**src/sv/swsr_pkg.sv**
```systemverilog
package swsr_pkg;

   localparam int CFG_W      = 16;
   localparam int CSR_ADDR_W = 2;
   localparam int EDGE_W     = 7;
   localparam int FRAME_BITS = 40;
   localparam int BYTE_W     = 8;
   localparam int POS_W      = 6;
   localparam int REQ_DATA_W = 8;
   localparam int RSP_DATA_W = 48;

   // first data edge of the bit cells
   localparam logic [EDGE_W-1:0] FIRST_DATA_EDGE = 7'd3;

   // register indexes
   localparam logic [CSR_ADDR_W-1:0] CSR_START_LOW     = 2'd0;
   localparam logic [CSR_ADDR_W-1:0] CSR_RELEASE       = 2'd1;
   localparam logic [CSR_ADDR_W-1:0] CSR_EDGE_TIMEOUT  = 2'd2;
   localparam logic [CSR_ADDR_W-1:0] CSR_ONE_THRESHOLD = 2'd3;

   // register reset values
   localparam logic [CFG_W-1:0] START_LOW_RESET     = 16'd18000;
   localparam logic [CFG_W-1:0] RELEASE_RESET       = 16'd40;
   localparam logic [CFG_W-1:0] EDGE_TIMEOUT_RESET  = 16'd150;
   localparam logic [CFG_W-1:0] ONE_THRESHOLD_RESET = 16'd50;

   // read status codes
   localparam logic [1:0] STATUS_OK       = 2'd0;
   localparam logic [1:0] STATUS_CHECKSUM = 2'd1;
   localparam logic [1:0] STATUS_TIMEOUT  = 2'd2;

   typedef enum logic [3:0] {
      PHASE_IDLE    = 4'b0001,
      PHASE_LOW     = 4'b0010,
      PHASE_RELEASE = 4'b0100,
      PHASE_MEASURE = 4'b1000
   } phase_type;

   typedef struct packed {
      logic [CFG_W-1:0] start_low_ticks;
      logic [CFG_W-1:0] release_ticks;
      logic [CFG_W-1:0] edge_timeout_ticks;
      logic [CFG_W-1:0] one_threshold_ticks;
   } cfg_type;

   typedef struct packed {
      logic              drive_low;
      logic              busy_res;
      logic              done_res;
      logic [1:0]        read_status;
      logic [BYTE_W-1:0] humidity_whole;
      logic [BYTE_W-1:0] humidity_fraction;
      logic [BYTE_W-1:0] temperature_whole;
      logic [BYTE_W-1:0] temperature_fraction;
      logic [BYTE_W-1:0] sum_byte;
   } result_type;

endpackage

```
**src/sv/swsr_csr.sv**
```systemverilog
module swsr_csr
   import swsr_pkg::*;
(
   input  logic                  clock,
   input  logic                  reset,
   input  logic                  csr_valid,
   output logic                  csr_ready,
   input  logic [CSR_ADDR_W-1:0] csr_addr,
   input  logic [CFG_W-1:0]      csr_data,
   output cfg_type               cfg
);

   cfg_type cfg_ff;
   cfg_type cfg_in;

   assign csr_ready = 1'b1;
   assign cfg       = cfg_ff;

   always_comb begin
      cfg_in = cfg_ff;
      if (csr_valid) begin
         unique case (csr_addr)
            CSR_START_LOW:     cfg_in.start_low_ticks     = csr_data;
            CSR_RELEASE:       cfg_in.release_ticks       = csr_data;
            CSR_EDGE_TIMEOUT:  cfg_in.edge_timeout_ticks  = csr_data;
            CSR_ONE_THRESHOLD: cfg_in.one_threshold_ticks = csr_data;
         endcase
      end
   end

   always_ff @(posedge clock) begin
      if (reset) begin
         cfg_ff.start_low_ticks     <= START_LOW_RESET;
         cfg_ff.release_ticks       <= RELEASE_RESET;
         cfg_ff.edge_timeout_ticks  <= EDGE_TIMEOUT_RESET;
         cfg_ff.one_threshold_ticks <= ONE_THRESHOLD_RESET;
      end else begin
         cfg_ff <= cfg_in;
      end
   end

endmodule

```
**src/sv/swsr_core.sv**
```systemverilog
module swsr_core
   import swsr_pkg::*;
#(
   parameter int TIMER_WIDTH = 16,
   parameter int FRAME_EDGES = 83
)
(
   input  logic       clock,
   input  logic       reset,
   input  logic       step,
   input  logic       func,
   input  logic       line_level,
   input  cfg_type    cfg,
   output result_type result
);

   localparam int CMP_W = (TIMER_WIDTH > CFG_W) ? TIMER_WIDTH : CFG_W;
   localparam logic [TIMER_WIDTH-1:0] TMAX = {TIMER_WIDTH{1'b1}};
   localparam logic [EDGE_W-1:0] LAST_EDGE = EDGE_W'(FRAME_EDGES);

   phase_type                phase_ff, phase_in, phase_cur;
   logic [TIMER_WIDTH-1:0]   tick_ff, tick_in, tick_cur, elapsed;
   logic [EDGE_W-1:0]        edge_ff, edge_in, edge_cur, edge_next, data_edge;
   logic                     last_ff, last_in;
   logic [FRAME_BITS-1:0]    frame_ff, frame_in, frame_cur, frame_new;
   logic [POS_W-1:0]         bit_pos;
   logic [BYTE_W-1:0]        sum;

   always_comb begin
      phase_cur = phase_ff;
      tick_cur  = tick_ff;
      edge_cur  = edge_ff;
      frame_cur = frame_ff;
      if (phase_ff == PHASE_IDLE && func) begin
         phase_cur = PHASE_LOW;
         tick_cur  = '0;
         edge_cur  = '0;
         frame_cur = '0;
      end

      elapsed   = (tick_cur != TMAX) ? tick_cur + 1'b1 : TMAX;
      edge_next = edge_cur + 1'b1;
      data_edge = edge_cur - FIRST_DATA_EDGE;
      bit_pos   = data_edge[POS_W:1];

      // data bits are timed on the level after each odd edge count from the first data edge on, msb first
      frame_new = frame_cur;
      if (edge_cur >= FIRST_DATA_EDGE && edge_cur[0] && bit_pos < POS_W'(FRAME_BITS) &&
          CMP_W'(elapsed) > CMP_W'(cfg.one_threshold_ticks)) begin
         frame_new[POS_W'(FRAME_BITS - 1) - bit_pos] = 1'b1;
      end

      sum = frame_new[39:32] + frame_new[31:24] + frame_new[23:16] + frame_new[15:8];

      phase_in = phase_cur;
      tick_in  = tick_cur;
      edge_in  = edge_cur;
      last_in  = last_ff;
      frame_in = frame_cur;
      result   = '0;

      unique case (phase_cur)
         PHASE_IDLE: begin
         end
         PHASE_LOW: begin
            result.drive_low = 1'b1;
            result.busy_res  = 1'b1;
            if (CMP_W'(tick_cur) >= CMP_W'(cfg.start_low_ticks) || tick_cur == TMAX) begin
               tick_in  = '0;
               phase_in = PHASE_RELEASE;
            end else begin
               tick_in = tick_cur + 1'b1;
            end
         end
         PHASE_RELEASE: begin
            result.busy_res = 1'b1;
            if (CMP_W'(tick_cur) >= CMP_W'(cfg.release_ticks) || tick_cur == TMAX) begin
               tick_in  = '0;
               phase_in = PHASE_MEASURE;
               last_in  = line_level;
            end else begin
               tick_in = tick_cur + 1'b1;
            end
         end
         PHASE_MEASURE: begin
            result.busy_res = 1'b1;
            if (line_level != last_ff) begin
               frame_in = frame_new;
               last_in  = line_level;
               tick_in  = '0;
               edge_in  = edge_next;
               if (edge_next >= LAST_EDGE) begin
                  result.busy_res             = 1'b0;
                  result.done_res             = 1'b1;
                  result.read_status          = (sum == frame_new[7:0]) ? STATUS_OK
                                                                        : STATUS_CHECKSUM;
                  result.humidity_whole       = frame_new[39:32];
                  result.humidity_fraction    = frame_new[31:24];
                  result.temperature_whole    = frame_new[23:16];
                  result.temperature_fraction = frame_new[15:8];
                  result.sum_byte             = frame_new[7:0];
                  phase_in                    = PHASE_IDLE;
               end
            end else if (CMP_W'(elapsed) > CMP_W'(cfg.edge_timeout_ticks) ||
                         elapsed == TMAX) begin
               result.busy_res    = 1'b0;
               result.done_res    = 1'b1;
               result.read_status = STATUS_TIMEOUT;
               tick_in            = '0;
               phase_in           = PHASE_IDLE;
            end else begin
               tick_in = elapsed;
            end
         end
         default: begin
            phase_in = PHASE_IDLE;
         end
      endcase
   end

   always_ff @(posedge clock) begin
      if (reset) begin
         phase_ff <= PHASE_IDLE;
         tick_ff  <= '0;
         edge_ff  <= '0;
         last_ff  <= 1'b1;
         frame_ff <= '0;
      end else if (step) begin
         phase_ff <= phase_in;
         tick_ff  <= tick_in;
         edge_ff  <= edge_in;
         last_ff  <= last_in;
         frame_ff <= frame_in;
      end
   end

endmodule

```
**src/sv/single_wire_sensor_reader_top.sv**
```systemverilog
// single-wire humidity/temperature sensor reader
//
// every req word is one microsecond tick: tuser is the start request, tdata[0]
// the sampled level of the data line. every accepted tick yields exactly one rsp
// word carrying the line drive, busy/done flags, read status and the five frame
// bytes (bytes and status are zero except on the tick a read finishes).
// registers are written over the csr channel (index 0 start_low, 1 release,
// 2 edge_timeout, 3 one_threshold); csr_ready is tied high, and writes are
// meant to happen only while no read is running.
// the rsp word of an accepted tick passes the input register, then the result
// register. throughput: one tick per cycle while rsp_tready stays high, set by
// the single-pass update of the read sequencer between those two registers.
// a tick may enter while the previous result still waits in the result
// register; when rsp_tready stays low both registers fill and req_tready drops,
// so no tick is lost and the sequencer state only advances on ticks it takes.
// reset: sequencer idle, line released, counters and frame cleared, registers
// back to their default timings, both pipeline stages empty.
module single_wire_sensor_reader_top
   import swsr_pkg::*;
#(
   parameter int TIMER_WIDTH = 16,
   parameter int FRAME_EDGES = 83
)
(
   input  logic                  clock,
   input  logic                  reset,
   // tick channel
   input  logic                  req_tvalid,
   output logic                  req_tready,
   input  logic [REQ_DATA_W-1:0] req_tdata,  // [0] line_level, rest zero
   input  logic                  req_tuser,  // [0] func (start request)
   // result channel
   output logic                  rsp_tvalid,
   input  logic                  rsp_tready,
   // [0] drive_low, [1] busy_res, [2] done_res, [4:3] read_status,
   // [12:5] humidity_whole, [20:13] humidity_fraction, [28:21] temperature_whole,
   // [36:29] temperature_fraction, [44:37] sum_byte, [47:45] zero
   output logic [RSP_DATA_W-1:0] rsp_tdata,
   // register write channel
   input  logic                  csr_valid,
   output logic                  csr_ready,
   input  logic [CSR_ADDR_W-1:0] csr_addr,
   input  logic [CFG_W-1:0]      csr_data
);

   cfg_type    cfg;
   result_type result;

   // input stage
   logic in_valid_ff, in_valid_in;
   logic in_func_ff, in_level_ff;

   // result stage
   logic       rsp_valid_ff, rsp_valid_in;
   result_type rsp_ff;

   // one tick moves from the input stage to the result stage
   logic step;

   assign step        = in_valid_ff && (!rsp_valid_ff || rsp_tready);
   assign req_tready  = !in_valid_ff || step;
   assign in_valid_in = (req_tvalid && req_tready) || (in_valid_ff && !step);
   assign rsp_valid_in = step || (rsp_valid_ff && !rsp_tready);

   always_ff @(posedge clock) begin
      if (reset) begin
         in_valid_ff  <= 1'b0;
         rsp_valid_ff <= 1'b0;
      end else begin
         in_valid_ff  <= in_valid_in;
         rsp_valid_ff <= rsp_valid_in;
      end
   end

   // payload registers carry no reset
   always_ff @(posedge clock) begin
      if (req_tvalid && req_tready) begin
         in_func_ff  <= req_tuser;
         in_level_ff <= req_tdata[0];
      end
      if (step) begin
         rsp_ff <= result;
      end
   end

   swsr_csr u_csr (
      .clock     (clock),
      .reset     (reset),
      .csr_valid (csr_valid),
      .csr_ready (csr_ready),
      .csr_addr  (csr_addr),
      .csr_data  (csr_data),
      .cfg       (cfg)
   );

   swsr_core #(
      .TIMER_WIDTH (TIMER_WIDTH),
      .FRAME_EDGES (FRAME_EDGES)
   ) u_core (
      .clock      (clock),
      .reset      (reset),
      .step       (step),
      .func       (in_func_ff),
      .line_level (in_level_ff),
      .cfg        (cfg),
      .result     (result)
   );

   assign rsp_tvalid = rsp_valid_ff;
   assign rsp_tdata  = {3'b000,
                        rsp_ff.sum_byte,
                        rsp_ff.temperature_fraction,
                        rsp_ff.temperature_whole,
                        rsp_ff.humidity_fraction,
                        rsp_ff.humidity_whole,
                        rsp_ff.read_status,
                        rsp_ff.done_res,
                        rsp_ff.busy_res,
                        rsp_ff.drive_low};

endmodule
```
**config.mk**
```make
export PLATFORM = sky130hd
export DESIGN_NAME = single_wire_sensor_reader_top
export DESIGN_NICKNAME = d
export VERILOG_FILES = /design/src/sv/swsr_pkg.sv /design/src/sv/swsr_csr.sv /design/src/sv/swsr_core.sv /design/src/sv/single_wire_sensor_reader_top.sv
export SDC_FILE = /design/constraint.sdc
export NUM_CORES = 1
export LEC_CHECK = 0
export ABC_AREA = 0
export BUFFER_PORTS_ARGS = -buffer_cell sky130_fd_sc_hd__clkbuf_2
export CORE_UTILIZATION = 45
export CTS_CLUSTER_DIAMETER = 30
export CTS_CLUSTER_SIZE = 8
export DETAILED_ROUTE_END_ITERATION = 12
export GPL_TIMING_DRIVEN = 0
export MAX_ROUTING_LAYER = met4
export PLACE_DENSITY = 0.72
export RECOVER_POWER = 100
export SYNTH_ARGS = -nofsm -noshare
export SYNTH_HDL_FRONTEND = slang
export SYNTH_SLANG_ARGS = --single-unit
```
**constraint.sdc**
```tcl
create_clock -name clock -period 13.3 [get_ports clock]
set_input_delay 2.66 -clock clock [delete_from_list [all_inputs] [get_ports clock]]
set_output_delay 2.66 -clock clock [all_outputs]
set_load 0.05 [all_outputs]
```
==> run metrics <==
status complete, but fails checks; failing checks max-capacitance violations, max-slew violations; total grt overflow 0; top cells by area, synth dfxtp_1, edfxtp_1, ha_1, nand2_1, a21oi_1; Req. time, crit path 13.49 ns; root buffer cell clkbuf_16; Final GP Congestion 1.00; Ports 83; number of synthesized flops with an enable pin 47; CTS tree done; Critical Path Most Common Cell clkbuf_1; FMAX 88.1 MHz; Yosys warning count 0; full die area 0.0243 sq mm; die width 156 um; library cells used by synthesis 77; top cells by count, synth nand2_1, nor2_1, dfxtp_1, a21oi_1, inv_1; Worst Setup Start Kind flop; vias in the first global route 9123; Total Neg Setup Slack 0 ns; WS Path Type reg2reg; Worst path slowest cell nor4_1; Top FF cell, synth dfxtp_1; max incr delay on CP 1.29 ns; Pre-antenna DRT Iters 7; crit path DAT 11.54 ns; hold_buf cts 0; CTS Buf Count 17; clock skew 0.0149 ns; Detailed Route WL 31400 um; htree depth 4; Worst Hold Class reg2reg; Buf/Inv on CP 11; # port buffers 70; CP Capture Type flop; Fin Hold WS 0.455 ns; CTS sink cnt 181; Row Count 55; Seq/Total Area, Yosys 38.4%; final setup fails 0; minimum clock period 11.35 ns; DRT iter0 DRCs 667; Clock Tree Buf Depth 2; setup bufs post-CTS 0; DRC Markers 0; CORE AREA 0.0229 sq mm; synthesized instance count 1294; peak supply drop 0.0815 mV; ANT nets after route 0; syn avg cell area 8.24 sq um; RSZ-0062 raised after global routing no; cell area after synthesis 0.0107 sq mm; Final nets 1504; clock-pin slew on the worst setup and hold paths 0.08 ns; drt wl/cell 18.3 um; Yosys top cell by area dfxtp_1; most frequent cell after synthesis nand2_1; R2R Setup Slk 1.95 ns; CP top delay family buffers and inverters; vias post-DR 9751; largest net degree at the start of global routing 34; Max Cap Violations 4; post-synthesis register bit count 181; Async SR Flop Fraction 0%; first-pass GRT wire length 48900 um; Slew Viols, Final 51; CTS resizes 0; Slew HR -25.5%; aggregate global-route resource usage 27.0%; Final Hold Violating Endpoints 0; top cell type's share of synthesized area 25.1%; Die Ht 156 um; total power 1250 uW; Clk Latency, worst-skew pair 0.45 ns; Slew @ Worst Pin 1.88 ns; antenna violations before repair 0; Vias/cell 5.70; P&R area growth vs syn 11.7%; share of cells above drive strength 1 5.29%; P_leak 0.00466 uW; antenna diode count 0; P per Cell Area 105 mW/mm^2; HPWL Detailed 23300 um; Starting Density 46.5%; Period Utilization, post-route 85.3%; crit path max fanout 10; post-layout util 52.0%
## final cells by class
class,count,area [sq um]
buffer,81,324
clock buffer,21,487
clock inverter,11,131
fill,2194,11000
inverter,102,383
multi-input combinational,932,5810
sequential,181,4090
tap,313,392
timing repair buffer,71,294
## report_power, final
group	total [uW]	internal [uW]	leakage [uW]	switching, uW
clock	544	305	0.000309	239
sequential	585	579	0.00150	6.13
combinational	123	27.0	0.00285	95.8
total	1250	912	0.00466	341
## placed cells by master (no fill, tap or decap), drive strengths merged, types with 5 or more instances in the layout
cell       n
a22oi     55
nor2b     14
nand4     15
nand3     25
xor2      14
xnor2     18
buf        9
ha        72
nor3      22
or3        7
and3      17
fa        14
and2      14
o21ai     47
a22o       8
inv      108
o211ai     5
nand2    181
edfxtp    47
a2bb2oi    8
nor4      13
nand3b     8
a21o      18
a211o     13
nor2     147
nand2b     9
a21oi    117
clkbuf   164
or2        5
dfxtp    134
a31oi      6
## worst paths after layout
path	start	end	cells after the start
worst max-delay path	u_core.phase_ff[3]	rsp_tdata[3]	35
worst min-delay path	u_csr.cfg[55]	u_csr.cfg[55]	2
worst max register to register	u_core.phase_ff[3]	rsp_tdata[3]	35
worst min register to register	u_csr.cfg[55]	u_csr.cfg[55]	2
## flip-flops by register name, summed over array words and instances, names as in the netlist
register,cells
u_core.edge_ff,7
in_level_ff,1
u_csr.cfg,64
rsp_tvalid,1
u_core.frame_ff,40
rsp_tdata,45
u_core.phase_ff,4
u_core.tick_ff,16
in_func_ff,1
in_valid_ff,1
u_core.last_ff,1
## cells by family (layout without fill, tap and decap cells)
kind of cell	after synthesis	in the layout	synth area share, %
muxes	3	3	0.293
xor gates and xnor gates	32	32	2.63
DFF	181	181	38.4
and+or+nand+nor	489	489	21.5
buffers and inverters	183	286	6.72
adders and majority gates	88	88	11.3
other	2	4	0.0704
AOI/OAI and AO/OA	316	316	19.1
## routing by layer
layer	part of all wire (%)	track usage (%)	up-vias	wire length (um)
met2	46	41.8	418	14400
met4	3.0	10.9	0	939
met1	43	34.7	4576	13600
met3	7.9	4.89	79	2490
met5	0	-	-	0
li1	-	-	4678	-
## worst min-delay path, cell delays in order, from the launching register on
cell	delay (ns)
dfxtp_1	0.31
nand2_1	0.05
a21oi_1	0.05
## through the flow
stage	worst slack (ns)	area, sq um	std cells
finish	1.95	11900	1712
CTS	3.05	12100	1712
global route	1.46	11900	1712
floorplan	5.58	10700	1296
detailed placement	3.10	11400	1680
global placement	3.01	11400	1679
(Power assumes the default switching activity.)
